$ cat src/sdwr_pkg.sv
// shared types and constants for the serial draw without replacement block
package sdwr_pkg;

  // configuration register indexes
  localparam logic CFG_RANGE_START = 1'b0;
  localparam logic CFG_RANGE_SIZE  = 1'b1;

  // field widths fixed by the interface
  localparam int WORD_W  = 16;
  localparam int SIZE_W  = 7;
  localparam int VALUE_W = 17;

  // controller states
  typedef enum logic [1:0] {
    ST_IDLE,
    ST_MULT,
    ST_SCAN
  } state_t;

  // commands from controller to datapath
  typedef struct packed {
    logic accept;   // capture the random word
    logic setup;    // scale the word to an unused-index rank
    logic step;     // advance the map scan by one bit
    logic finish;   // load the result and mark the index used
  } cmd_t;

  // status from datapath to controller
  typedef struct packed {
    logic found;    // scan sits on the selected unused index
    logic out_free; // output register can take a new item
  } status_t;

endpackage

$ cat src/sdwr_ctrl.sv
// controller state machine for the draw sequence
module sdwr_ctrl (
  input  logic             clk,
  input  logic             rst,
  input  logic             in_valid,
  output logic             in_ready,
  input  sdwr_pkg::status_t status,
  output sdwr_pkg::cmd_t    cmd
);
  import sdwr_pkg::*;

  state_t state;
  state_t state_next;

  // state register
  always_ff @(posedge clk) begin
    if (rst) begin
      state <= ST_IDLE;
    end else begin
      state <= state_next;
    end
  end

  // next state and commands
  always_comb begin
    state_next = state;
    cmd        = '0;
    in_ready   = 1'b0;
    case (state)
      ST_IDLE: begin
        in_ready = 1'b1;
        if (in_valid) begin
          cmd.accept = 1'b1;
          state_next = ST_MULT;
        end
      end
      ST_MULT: begin
        cmd.setup  = 1'b1;
        state_next = ST_SCAN;
      end
      ST_SCAN: begin
        if (status.found) begin
          // hold on the found index until the output register frees up
          if (status.out_free) begin
            cmd.finish = 1'b1;
            state_next = ST_IDLE;
          end
        end else begin
          cmd.step = 1'b1;
        end
      end
      default: begin
        state_next = ST_IDLE;
      end
    endcase
  end

endmodule

$ cat src/sdwr_datapath.sv
// datapath: config registers, used map, rank scaling, map scan and output register
module sdwr_datapath #(
  parameter int MAX_SIZE = 64
) (
  input  logic                            clk,
  input  logic                            rst,
  input  logic                            cfg_valid,
  input  logic                            cfg_index,
  input  logic [sdwr_pkg::WORD_W-1:0]     cfg_data,
  input  logic [sdwr_pkg::WORD_W-1:0]     in_word,
  input  sdwr_pkg::cmd_t                  cmd,
  output sdwr_pkg::status_t               status,
  output logic                            out_valid,
  input  logic                            out_ready,
  output logic signed [sdwr_pkg::VALUE_W-1:0] out_value,
  output logic                            out_done
);
  import sdwr_pkg::*;

  localparam int IDX_W = (MAX_SIZE > 1) ? $clog2(MAX_SIZE) : 1;
  localparam logic [SIZE_W-1:0] SIZE_CAP =
    SIZE_W'((MAX_SIZE > (2 ** SIZE_W) - 1) ? (2 ** SIZE_W) - 1 : MAX_SIZE);

  // effective series length for a size register value
  function automatic logic [SIZE_W-1:0] eff_size(input logic [SIZE_W-1:0] s);
    logic [SIZE_W-1:0] r;
    if (s == '0) begin
      r = SIZE_W'(1);
    end else if (s > SIZE_CAP) begin
      r = SIZE_CAP;
    end else begin
      r = s;
    end
    return r;
  endfunction

  logic signed [WORD_W-1:0] range_start;
  logic [SIZE_W-1:0]        range_size;
  logic [MAX_SIZE-1:0]      used_map;
  logic [SIZE_W-1:0]        remaining;
  logic [WORD_W-1:0]        word;
  logic [SIZE_W-1:0]        rank;
  logic [SIZE_W-1:0]        seen;
  logic [IDX_W-1:0]         idx;

  logic [SIZE_W-1:0]        size_now;
  logic                     rem_bad;
  logic [SIZE_W-1:0]        rem_use;
  logic [WORD_W+SIZE_W-1:0] product;
  logic                     cur_free;
  logic [SIZE_W-1:0]        rem_dec;
  logic                     last_draw;

  assign size_now = eff_size(range_size);
  assign rem_bad  = (remaining == '0) || (remaining > size_now);
  assign rem_use  = rem_bad ? size_now : remaining;
  assign product  = word * rem_use;
  assign cur_free = ~used_map[idx];
  assign rem_dec  = remaining - SIZE_W'(1);
  assign last_draw = (rem_dec == '0);

  assign status.found    = cur_free && (seen == rank);
  assign status.out_free = ~out_valid | out_ready;

  // config registers, map and remaining count
  always_ff @(posedge clk) begin
    if (rst) begin
      range_start <= '0;
      range_size  <= SIZE_W'(64);
      used_map    <= '0;
      remaining   <= eff_size(SIZE_W'(64));
    end else if (cfg_valid) begin
      // any register write restarts the series
      used_map <= '0;
      case (cfg_index)
        CFG_RANGE_START: begin
          range_start <= cfg_data;
          remaining   <= size_now;
        end
        CFG_RANGE_SIZE: begin
          range_size <= cfg_data[SIZE_W-1:0];
          remaining  <= eff_size(cfg_data[SIZE_W-1:0]);
        end
        default: begin
          remaining <= size_now;
        end
      endcase
    end else if (cmd.setup) begin
      if (rem_bad) begin
        used_map  <= '0;
        remaining <= size_now;
      end
    end else if (cmd.finish) begin
      if (last_draw) begin
        used_map  <= '0;
        remaining <= size_now;
      end else begin
        used_map[idx] <= 1'b1;
        remaining     <= rem_dec;
      end
    end
  end

  // random word capture, rank scaling and map scan
  always_ff @(posedge clk) begin
    if (cmd.accept) begin
      word <= in_word;
    end
    if (cmd.setup) begin
      rank <= product[WORD_W+SIZE_W-1:WORD_W];
      seen <= '0;
      idx  <= '0;
    end else if (cmd.step) begin
      if (cur_free) begin
        seen <= seen + SIZE_W'(1);
      end
      idx <= idx + IDX_W'(1);
    end
  end

  // output register
  always_ff @(posedge clk) begin
    if (rst) begin
      out_valid <= 1'b0;
    end else if (cmd.finish) begin
      out_valid <= 1'b1;
    end else if (out_ready) begin
      out_valid <= 1'b0;
    end
  end

  always_ff @(posedge clk) begin
    if (cmd.finish) begin
      out_value <= {range_start[WORD_W-1], range_start} + VALUE_W'(idx);
      out_done  <= last_draw;
    end
  end

endmodule

$ cat src/serial_draw_without_replacement.sv
// top level of the serial draw without replacement block
//
// Draws every value of range_start .. range_start+size-1 once per series in an
// order picked by the incoming random words, then starts a new series. One
// random word in gives one value out; one item is in work at a time. After
// acceptance the random word is scaled by the remaining count, then the used
// map is scanned one bit per cycle up to the chosen index (below the series
// size, so at most 63 by default), and the result register is loaded. The next
// item can be accepted in the cycle after the result is loaded, even while it
// still waits at the output. A result that waits at the output holds the next
// item's result back until it is taken. A write to either config register
// restarts the series; writes belong to times when no item is in work.
module serial_draw_without_replacement #(
  parameter int MAX_SIZE = 64
) (
  input  logic        clk,
  input  logic        rst,
  // config write channel
  input  logic        cfg_valid,
  output logic        cfg_ready,
  input  logic        cfg_index,
  input  logic [15:0] cfg_data,
  // random word items
  input  logic        s_tvalid,
  output logic        s_tready,
  input  logic [15:0] s_tdata,   // [15:0] random_word
  // drawn value items
  output logic        m_tvalid,
  input  logic        m_tready,
  output logic [23:0] m_tdata,   // [16:0] drawn_value, [23:17] zero
  output logic        m_tuser    // [0] series_done
);
  import sdwr_pkg::*;

  cmd_t                       cmd;
  status_t                    status;
  logic signed [VALUE_W-1:0]  value;

  assign cfg_ready = 1'b1;
  assign m_tdata   = {7'b0, value};

  // sequence control
  sdwr_ctrl u_ctrl (
    .clk      (clk),
    .rst      (rst),
    .in_valid (s_tvalid),
    .in_ready (s_tready),
    .status   (status),
    .cmd      (cmd)
  );

  // map, scan and result
  sdwr_datapath #(
    .MAX_SIZE (MAX_SIZE)
  ) u_datapath (
    .clk       (clk),
    .rst       (rst),
    .cfg_valid (cfg_valid),
    .cfg_index (cfg_index),
    .cfg_data  (cfg_data),
    .in_word   (s_tdata),
    .cmd       (cmd),
    .status    (status),
    .out_valid (m_tvalid),
    .out_ready (m_tready),
    .out_value (value),
    .out_done  (m_tuser)
  );

endmodule
$ cat config.mk
export PLATFORM = sky130hd
export DESIGN_NAME = serial_draw_without_replacement
export DESIGN_NICKNAME = d
export VERILOG_FILES = /design/src/sdwr_pkg.sv /design/src/sdwr_ctrl.sv /design/src/sdwr_datapath.sv /design/src/serial_draw_without_replacement.sv
export SDC_FILE = /design/constraint.sdc
export NUM_CORES = 1
export LEC_CHECK = 0
export ABC_AREA = 1
export BUFFER_PORTS_ARGS = -buffer_cell sky130_fd_sc_hd__buf_2
export CAP_MARGIN = 10
export CORE_UTILIZATION = 35
export CTS_BUF_LIST = sky130_fd_sc_hd__clkbuf_4 sky130_fd_sc_hd__clkbuf_8
export DETAILED_ROUTE_END_ITERATION = 8
export GPL_TIMING_DRIVEN = 0
export SYNTH_ARGS = -nofsm -noshare
export SYNTH_HDL_FRONTEND = slang
export SYNTH_HIERARCHICAL = 1
export SYNTH_SLANG_ARGS = --single-unit
$ cat constraint.sdc
create_clock -name clk -period 6.86 [get_ports clk]
set_input_delay 1.029 -clock clk [delete_from_list [all_inputs] [get_ports clk]]
set_output_delay 1.029 -clock clk [all_outputs]
set_load 0.02 [all_outputs]
# Word-level counts from Yosys, hierarchy flattened
# Index checks and enable logic that the tools add are counted.
[totals]
out_inout_bits = 28
in_bits = 38
reg_bits = 151
[classes]
addsub = 4
reduce_logical = 17
n_eq_ne = 7
order_cmp = 5
n_mux = 32
multipliers = 1
n_bitwise = 5
[ops]
columns = ["operator", "n"]
rows = [
  ["64-bit two-way mux", 4],
  ["64-bit bitwise OR", 1],
  ["7-bit two-way mux", 9],
  ["7-bit zero test", 4],
  ["16-bit by 7-bit multiplier with 23-bit output", 1],
  ["16-bit by 7-bit adder with 17-bit output", 1],
  ["7-bit > comparator (second input constant)", 2],
  ["7-bit case mux with 2 select lines", 1],
  ["1-bit two-way mux", 11],
  ["2-bit two-way mux", 4],
  ["2-bit AND reduction", 4],
  ["7-bit by 1-bit adder with 7-bit output (second input constant)", 1],
  ["7-bit == test", 1],
  ["7-bit > comparator", 1],
  ["6-bit by 7-bit < comparator with 1-bit output (second input constant)", 1],
  ["7-bit by 1-bit subtractor with 7-bit output (second input constant)", 1],
  ["6-bit by 1-bit adder with 6-bit output (second input constant)", 1],
  ["1-bit binary-select mux with 6-bit select", 1],
  ["1-bit demux with 6-bit select", 1],
  ["6-bit by 1-bit greater-or-equal comparator with 1-bit output (second input constant)", 1],
  ["2-bit != test (second input constant)", 3],
  ["2-bit case mux with 3 select lines", 1],
  ["2-bit nonzero test", 2],
  ["1-bit inverter", 3],
  ["10 further kinds", 11],
]

# Depth between registers and ports, before layout
# Gate-level depths: netlist (run 1).
[logic_depth]
depth_word = 9
ltp_mapped = 36
depth_no_buf = 34

# Modules after synthesis
# The synthesis (run 1) kept the hierarchy.
[by_module_without_submodules]
columns = ["mod", "cells_each", "area_per_inst_um2", "instances"]
rows = [
  ["sdwr_datapath", 1242, 10027.1, 1],
  ["sdwr_ctrl", 18, 116.4, 1],
  ["serial_draw_without_replacement", 10, 67.6, 1],
]

# Worst setup path after synthesis (run 1)
# OpenSTA, ideal clock, no wires.
[synth_path]
kind = "register to register"
start = "register u_datapath.range_size[6]"
end = "register u_datapath.rank[5], data pin"
required_time_ns = 6.595
slack_ns = 0.799
stages_incl_launch_ff = 30
arrival_ns = 5.795
n_path_buf = 2
path_cell_list = "dfxtp_1 clkinv_1 nand2_1 ha_1 nand2_1 inv_1 a21oi_1 nand2_1 nand2_1 nand2_1 buf_2 o21ai_1 clkbuf_1 nor2_1 fa_1 inv_1 fa_1 inv_1 fa_1 inv_1 fa_1 inv_1 ha_1 nand2_1 o21ai_0 a221oi_1 o21ai_0 a31oi_1 o21ai_0 xor2_1"
[synth_between]
elab_chain_cells = 7
word_cells_on_any_way = 8
[synth_lines]
columns = ["item", "line", "source"]
rows = [
  ["start: declaration", "sdwr_datapath.sv:38", "logic [SIZE_W-1:0] range_size;"],
  ["start signal: assignment", "sdwr_datapath.sv:81", "range_size <= cfg_data[SIZE_W-1:0];"],
  ["7-bit > comparator", "sdwr_datapath.sv:29", "end else if (s > SIZE_CAP) begin"],
  ["7-bit two-way mux", "sdwr_datapath.sv:29", ""],
  ["7-bit two-way mux (*)", "sdwr_datapath.sv:27", "if (s == '0) begin"],
  ["7-bit > comparator", "sdwr_datapath.sv:55", "assign rem_bad = (remaining == '0) || (remaining > size_now);"],
  ["1-bit logical OR", "sdwr_datapath.sv:55", ""],
  ["7-bit two-way mux (*)", "n/a", ""],
  ["16-bit by 7-bit multiplier with 23-bit output (*)", "sdwr_datapath.sv:57", "assign product = word * rem_use;"],
  ["via u_datapath.product[21]", "sdwr_datapath.sv:49", "logic [WORD_W+SIZE_W-1:0] product;"],
  ["end signal: assignment", "sdwr_datapath.sv:110", "rank <= product[WORD_W+SIZE_W-1:WORD_W];"],
  ["end: declaration", "sdwr_datapath.sv:42", "logic [SIZE_W-1:0] rank;"],
]
# The timed path passes the listed nets; every way through them passes the cells marked *.
# A chain may end at the register's enable or synchronous reset.

# Final worst setup path (run 1)
[layout_path]
start = "register u_datapath.range_size[2]"
end = "register u_datapath.rank[5], data pin"
# The elaborated chain is that of the path after synthesis.

==> flow_summary.toml, run 1 <==
[run_status]
status = "finished, final reports clean"

[setup_path]
startpoint_type = "flop"
crit_required_ns = 7.07
timing.rr.start = "u_datapath/range_size[2]$_SDFFE_PP0P_"
crit_path_max_fanout = 12
slowest_delay_ns = 0.55
r2r_end = "u_datapath/rank[5]$_DFFE_PP_"
critPathCapture = "u_datapath/rank[5]$_DFFE_PP_"
worst_ep_arrival_time_ns = 6.62
reg2regPathDepth = 33
crit_cells = 33
rrSetupSlack_ns = 0.45
end_kind = "flop"
crit_top_cell = "nand2_1"
cp_top_family = "adder cells"
timing_worst_setup_path_type = "reg2reg"
crit_start = "u_datapath/range_size[2]$_SDFFE_PP0P_"
cp_num_buf_inv = 7
slowest_stage = "fa_1"

[timing]
tightestPinTransition_ns = 1.04
fin_crit_ns = 6.41
maxSlewViolCount = 0
hold-worst-slack_ns = 0.457
fin_skew_ns = 0.0213
finalHoldViolations = 0
max_freq_mhz = 156
finalCritPeriodShare_pct = 93.4
relSlewSlack_pct = 30.5
setup_viol = 0

[finish]
final_area_sq_um = 11500
diodes = 0
fin_nets = 1524
ff_latch_area_sq_um = 3440
multi_input_area_sq_um = 5800
layout-drive-gt1-share_pct = 12.3
layout.cells.non_filler = 1758
syn2layout_area_growth_pct = 13.1
fillerInstances = 2986

[power_and_ir_drop]
ir_worst_vdd_mv = 0.199
power_uw = 3860
power_density_nw_per_um2 = 334
p_leak_uw = 0.00503

[global_route]
grt_antenna_before_repair = 0
grt_remaining_overflow = 0
grtUsageTotal_pct = 17.7
grt_pass1_wl_um = 42900
grt_pass1_vias = 8677
grt_start_max_net_pins = 20

[placement]
post-dp-hpwl_um = 19500
gp_congestion = 0.879
post_dp_cell_area_sq_um = 11000
io_buffers = 57
dp.cells = 1719

[detailed_routing]
drt_iter0_drc = 540
wl_um = 25500
drc = 0
routedWlPerCell_um = 14.5
vias_per_cell = 4.95
vias = 8709
ant_nets = 0
firstDrtPassIters = 5

[clock_network]
clk_pin_slew_ns = 0.09
insertion_delay_ns = 0.47
cts_buffers = 17
cts.sinks = 151
htreeDepth = 4
root_buffer = "clkbuf_8"
cts_tree = "done"
clock_path_buffers = 2

[logic_synthesis]
ys.warnings.count = 6
syn_area_sq_um = 10200
synth_top_area_share_pct = 21.6
synth_edf_count = 41
ys_async_sr_fraction_pct = 0
ys_types = 48
synth.avg_cell_area_sq_um = 8.04
synthFlopType = "dfxtp_1"
yosys-top-cells-area = "dfxtp_1, fa_1, edfxtp_1"
ys_seq_area_share_pct = 33.6
ys_seq_elements = 151
synth_top_cell_by_area = "dfxtp_1"
synthCells = 1270

[floorplanning]
core_area_sq_um = 28700
die_area_sq_um = 29900
fp.dieH_um = 173
placementRows = 62
start_util_pct = 35.6
pin_count = 66
die_w_um = 173

[min_path]
hold_path_class = "reg2reg"

[flow_run]
maxCapViolations = 0
-- cell usage after synthesis (16+ instances only) --
master,n
a21oi_1,88
clkbuf_1,20
dfxtp_1,110
edfxtp_1,41
fa_1,69
ha_1,56
inv_1,217
nand2_1,170
nand3_1,59
nand4_1,16
nor2_1,165
nor3_1,16
o21ai_0,54
o22ai_1,52
xor2_1,25
-- cell usage in the layout, fill, tap and decap left out, drive strengths merged, types with 5 or more instances in the layout --
master  instances
a21oi          89
a22oi           5
a31oi           9
buf            87
clkbuf         34
clkinv          9
conb            8
dfxtp         110
edfxtp         41
fa             69
ha             56
inv           233
nand2         172
nand3          66
nand4          16
nor2          169
nor3           18
nor4            5
o211ai          6
o21ai          60
o22ai          52
xnor2          10
xor2           25
-- where the power goes --
group / switching, uW / internal, uW
Clock: 383 / 269
Sequential: 42.8 / 993
Combinational: 1400 / 777
-- cells by family (layout without fill, tap and decap cells) --
| family | after synthesis | count (layout) | synth area share [%] |
|---|---|---|---|
| flops | 151 | 151 | 33.6 |
| other cells | 2 | 8 | 0.0735 |
| buf+inv | 269 | 367 | 10.4 |
| fa+ha+maj | 125 | 125 | 20.4 |
| simple gates | 449 | 449 | 18.9 |
| xor+xnor | 35 | 35 | 3.00 |
| compound gates | 239 | 239 | 13.7 |
-- worst reg2reg max path, delay by kind of cell (launching register included) --
family / cells / cell delay (ns)
flip-flops: 1 / 0.39
AO/OA/AOI/OAI: 8 / 1.30
AND/OR/NAND/NOR: 11 / 0.97
buffers and inverters: 7 / 0.82
adder cells (fa/ha/maj): 6 / 2.55
XOR/XNOR: 1 / 0.15
-- how the worst min path moves through the flow --
stage,from,end,slack (ns),depth (start not counted)
after CTS,u_datapath/used_map[59]$_SDFFE_PP0P_,u_datapath/used_map[59]$_SDFFE_PP0P_,0.45,2
after global routing,u_datapath/used_map[59]$_SDFFE_PP0P_,u_datapath/used_map[59]$_SDFFE_PP0P_,0.47,2
after floorplan,u_datapath/used_map[26]$_SDFFE_PP0P_,u_datapath/used_map[26]$_SDFFE_PP0P_,0.43,2
final,u_datapath/used_map[5]$_SDFFE_PP0P_,u_datapath/used_map[5]$_SDFFE_PP0P_,0.46,2
after global placement,u_datapath/used_map[5]$_SDFFE_PP0P_,u_datapath/used_map[5]$_SDFFE_PP0P_,0.43,2
after detailed placement,u_datapath/used_map[22]$_SDFFE_PP0P_,u_datapath/used_map[22]$_SDFFE_PP0P_,0.44,2
-- flip-flops by register name, indices dropped and copies added (netlist names) --
| signal | cells |
|---|---|
| u_datapath/out_value | 17 |
| u_datapath/remaining | 7 |
| u_datapath/seen | 7 |
| u_datapath/range_size | 7 |
| u_datapath/idx | 6 |
| u_datapath/range_start | 16 |
| u_datapath/out_valid | 1 |
| u_datapath/used_map | 64 |
| u_datapath/word | 16 |
| u_ctrl/state | 2 |
| u_datapath/out_done | 1 |
| u_datapath/rank | 7 |
-- per-stage QoR --
step | TNS [ns] | util (%) | setup slack (ns)
after floorplan | 0 | - | 0.799
after global placement | -1.91 | 38.3 | -0.559
after detailed placement | -2.16 | 38.4 | -0.577
after CTS | 0 | 39.8 | 0.0631
after global routing | -0.0133 | 40.2 | -0.0133
final | 0 | 40.2 | 0.455
-- metal layers --
metal	GRT usage [%]	routed length, um
met5	0	0
met3	2.70	1240
met1	23.5	12000
met4	5.90	468
met2	29.4	11800
-- area by class of cell --
type | count | area share, %
clock inverters | 14 | 0.997
well taps | 384 | 4.16
multi-input cells | 856 | 50.2
plain buffers | 35 | 1.80
flip-flops and latches | 151 | 29.8
inverters | 232 | 7.62
repair buffers | 68 | 3.32
clock buffers | 18 | 2.15
-- repair_timing --
action,in CTS,in global routing
setup endpoints to repair,7,6
cloned,0,0
setup buffers,0,9
resized for setup,15,24
hold buffers,0,0
pin swaps,0,1
endpoints found under the hold margin,0,0
No activity file was read; power rests on OpenSTA's default activity.
==> run 2, diff against run 1 <==
CORE_UTILIZATION = 25   (was 35)
REMOVE_ABC_BUFFERS = 1   (was default)
==> run 2 against run 1 <==
Against the previous run:
- final area rose by 1.3%
- combinational power barely moved
- setup slack got worse by 0.0035 ns
- sequential cell count did not move
- cell count rose by 6.7%
- utilization fell by 11 points
- via count barely moved
- maximum frequency barely moved
==> flow_summary.toml, run 2 (same netlist as run 1, synthesis figures left out) <==
[detailed_routing]
vias_per_cell = 4.64
drc = 0
drt_iter0_drc = 608
wl_um = 25400
routedWlPerCell_um = 13.5
vias = 8713
firstDrtPassIters = 6
ant_nets = 0

[timing]
tightestPinTransition_ns = 0.977
fin_skew_ns = 0.0236
finalHoldViolations = 0
max_freq_mhz = 156
finalCritPeriodShare_pct = 93.4
setup_viol = 0
fin_crit_ns = 6.41
fin_ws_ns = 0.451
relSlewSlack_pct = 34.8
rsz0062_at_grt = "false"
maxSlewViolCount = 0

[global_route]
grt_pass1_vias = 8261
grt_remaining_overflow = 0
grt_pass1_wl_um = 42000
grt_start_max_net_pins = 40
grtUsageTotal_pct = 12.5
grt_antenna_before_repair = 1

[power_and_ir_drop]
p_sw_uw = 1830
p_seq_share_pct = 26.5
p_clk_share_pct = 18.8
power_uw = 3910
netSwitchingFraction_pct = 46.9
p_comb_share_pct = 54.7
intPower_uw = 2080
p_leak_uw = 0.00500
power_density_nw_per_um2 = 334
ir_worst_vdd_mv = 0.159

[floorplanning]
pin_count = 66
die_area_sq_um = 41700
placementRows = 73
start_util_pct = 25.5
fp.dieH_um = 204
die_w_um = 204
core_area_sq_um = 40000

[finish]
final_cell_mix = "inv_1, nand2_1, nor2_1, dfxtp_1, a21oi_1"
largest_reg_flops = 64
fin_nets = 1501
layout.cells.non_filler = 1876
layout_commonest_cell = "inv_1"
finish.utilization_pct = 29.2
syn2layout_area_growth_pct = 14.6
largest_register = "u_datapath/used_map"
final_area_sq_um = 11700
reg_top3 = "u_datapath/used_map: 64 flops, u_datapath/out_value: 17 flops"
diodes = 0
layout-drive-gt1-share_pct = 11.7

[setup_path]
cp_num_buf_inv = 9
end_kind = "flop"
timing_worst_setup_path_type = "reg2reg"
crit_required_ns = 7.10
cp_top_family = "adder cells"
slowest_delay_ns = 0.54
slowest_stage = "fa_1"
startpoint_type = "flop"
worst_ep_arrival_time_ns = 6.65
crit_path_max_fanout = 10
crit_top_cell = "nand2_1"

[clock_network]
cts_buffers = 17
root_buffer = "clkbuf_8"
htreeDepth = 4
clk_pin_slew_ns = 0.11
cts_tree = "done"
insertion_delay_ns = 0.46
clock_path_buffers = 2
cts.sinks = 151

[flow_run]
maxCapViolations = 0

[placement]
post_dp_cell_area_sq_um = 11000
preCtsSetupSlack_ns = -0.539
post-dp-hpwl_um = 19000
gp_congestion = 0.887
io_buffers = 57
dp.cells = 1824

[min_path]
hold_path_class = "reg2reg"

[run_status]
status = "finished, final reports clean"
[run 2: path summary, 6_finish.rpt]
check	slack (ns)	to	from	cells after the start
max	0.45	u_datapath/rank[6]$_DFFE_PP_	u_datapath/range_size[2]$_SDFFE_PP0P_	34
min reg2reg	0.46	u_datapath/used_map[17]$_SDFFE_PP0P_	u_datapath/used_map[17]$_SDFFE_PP0P_	2
min	0.46	u_datapath/used_map[17]$_SDFFE_PP0P_	u_datapath/used_map[17]$_SDFFE_PP0P_	2
max reg2reg	0.45	u_datapath/rank[6]$_DFFE_PP_	u_datapath/range_size[2]$_SDFFE_PP0P_	34
[run 2: power by group through the flow]
| stage | registers, uW | clock network (uW) | logic [uW] |
|---|---|---|---|
| after floorplan | 1040 | 0 | 1600 |
| after global placement | 1050 | 0 | 2030 |
| after detailed placement | 1060 | 0 | 2060 |
| after CTS | 1040 | 755 | 2090 |
| after global routing | 1040 | 796 | 2510 |
| final | 1040 | 734 | 2140 |
[run 2: area by class of cell]
class | instances | area [sq um]
Clock buffer | 17 | 234
Inverter | 232 | 886
Multi-Input combinational cell | 856 | 5800
Clock inverter | 15 | 183
Timing Repair Buffer | 80 | 503
Fill cell | 4285 | 28300
Tap cell | 525 | 657
Sequential cell | 151 | 3430
[run 2: stage by stage]
stage / hold WS (ns) / TNS, ns
after detailed placement: 0.442 / -1.36
after global placement: 0.434 / -2.08
after floorplan: 0.426 / 0
after global routing: 0.476 / 0
after CTS: 0.457 / 0
final: 0.457 / 0
[run 2: timing repair]
action	in CTS	in global routing
pin swaps	0	3
endpoints found under the setup margin	7	4
resized for setup	13	6
hold buffers	0	0
buffers inserted	4	15
[run 2: metal layers]
metal | global-route usage (%) | vias to the layer above | wire length (um)
met4 | 3.78 | 2 | 323
met3 | 1.85 | 26 | 1380
li1 | - | 4274 | -
met5 | 0 | - | 13
met2 | 19.7 | 260 | 11300
met1 | 17.6 | 4151 | 12400
[run 2: worst reg2reg max path, delay by kind of cell, from the launching register on]
family / cells / cell delay (ns)
fa+ha+maj: 6 / 2.52
simple gates: 13 / 1.13
compound gates: 6 / 1.13
buf+inv: 9 / 1.05
flops: 1 / 0.35
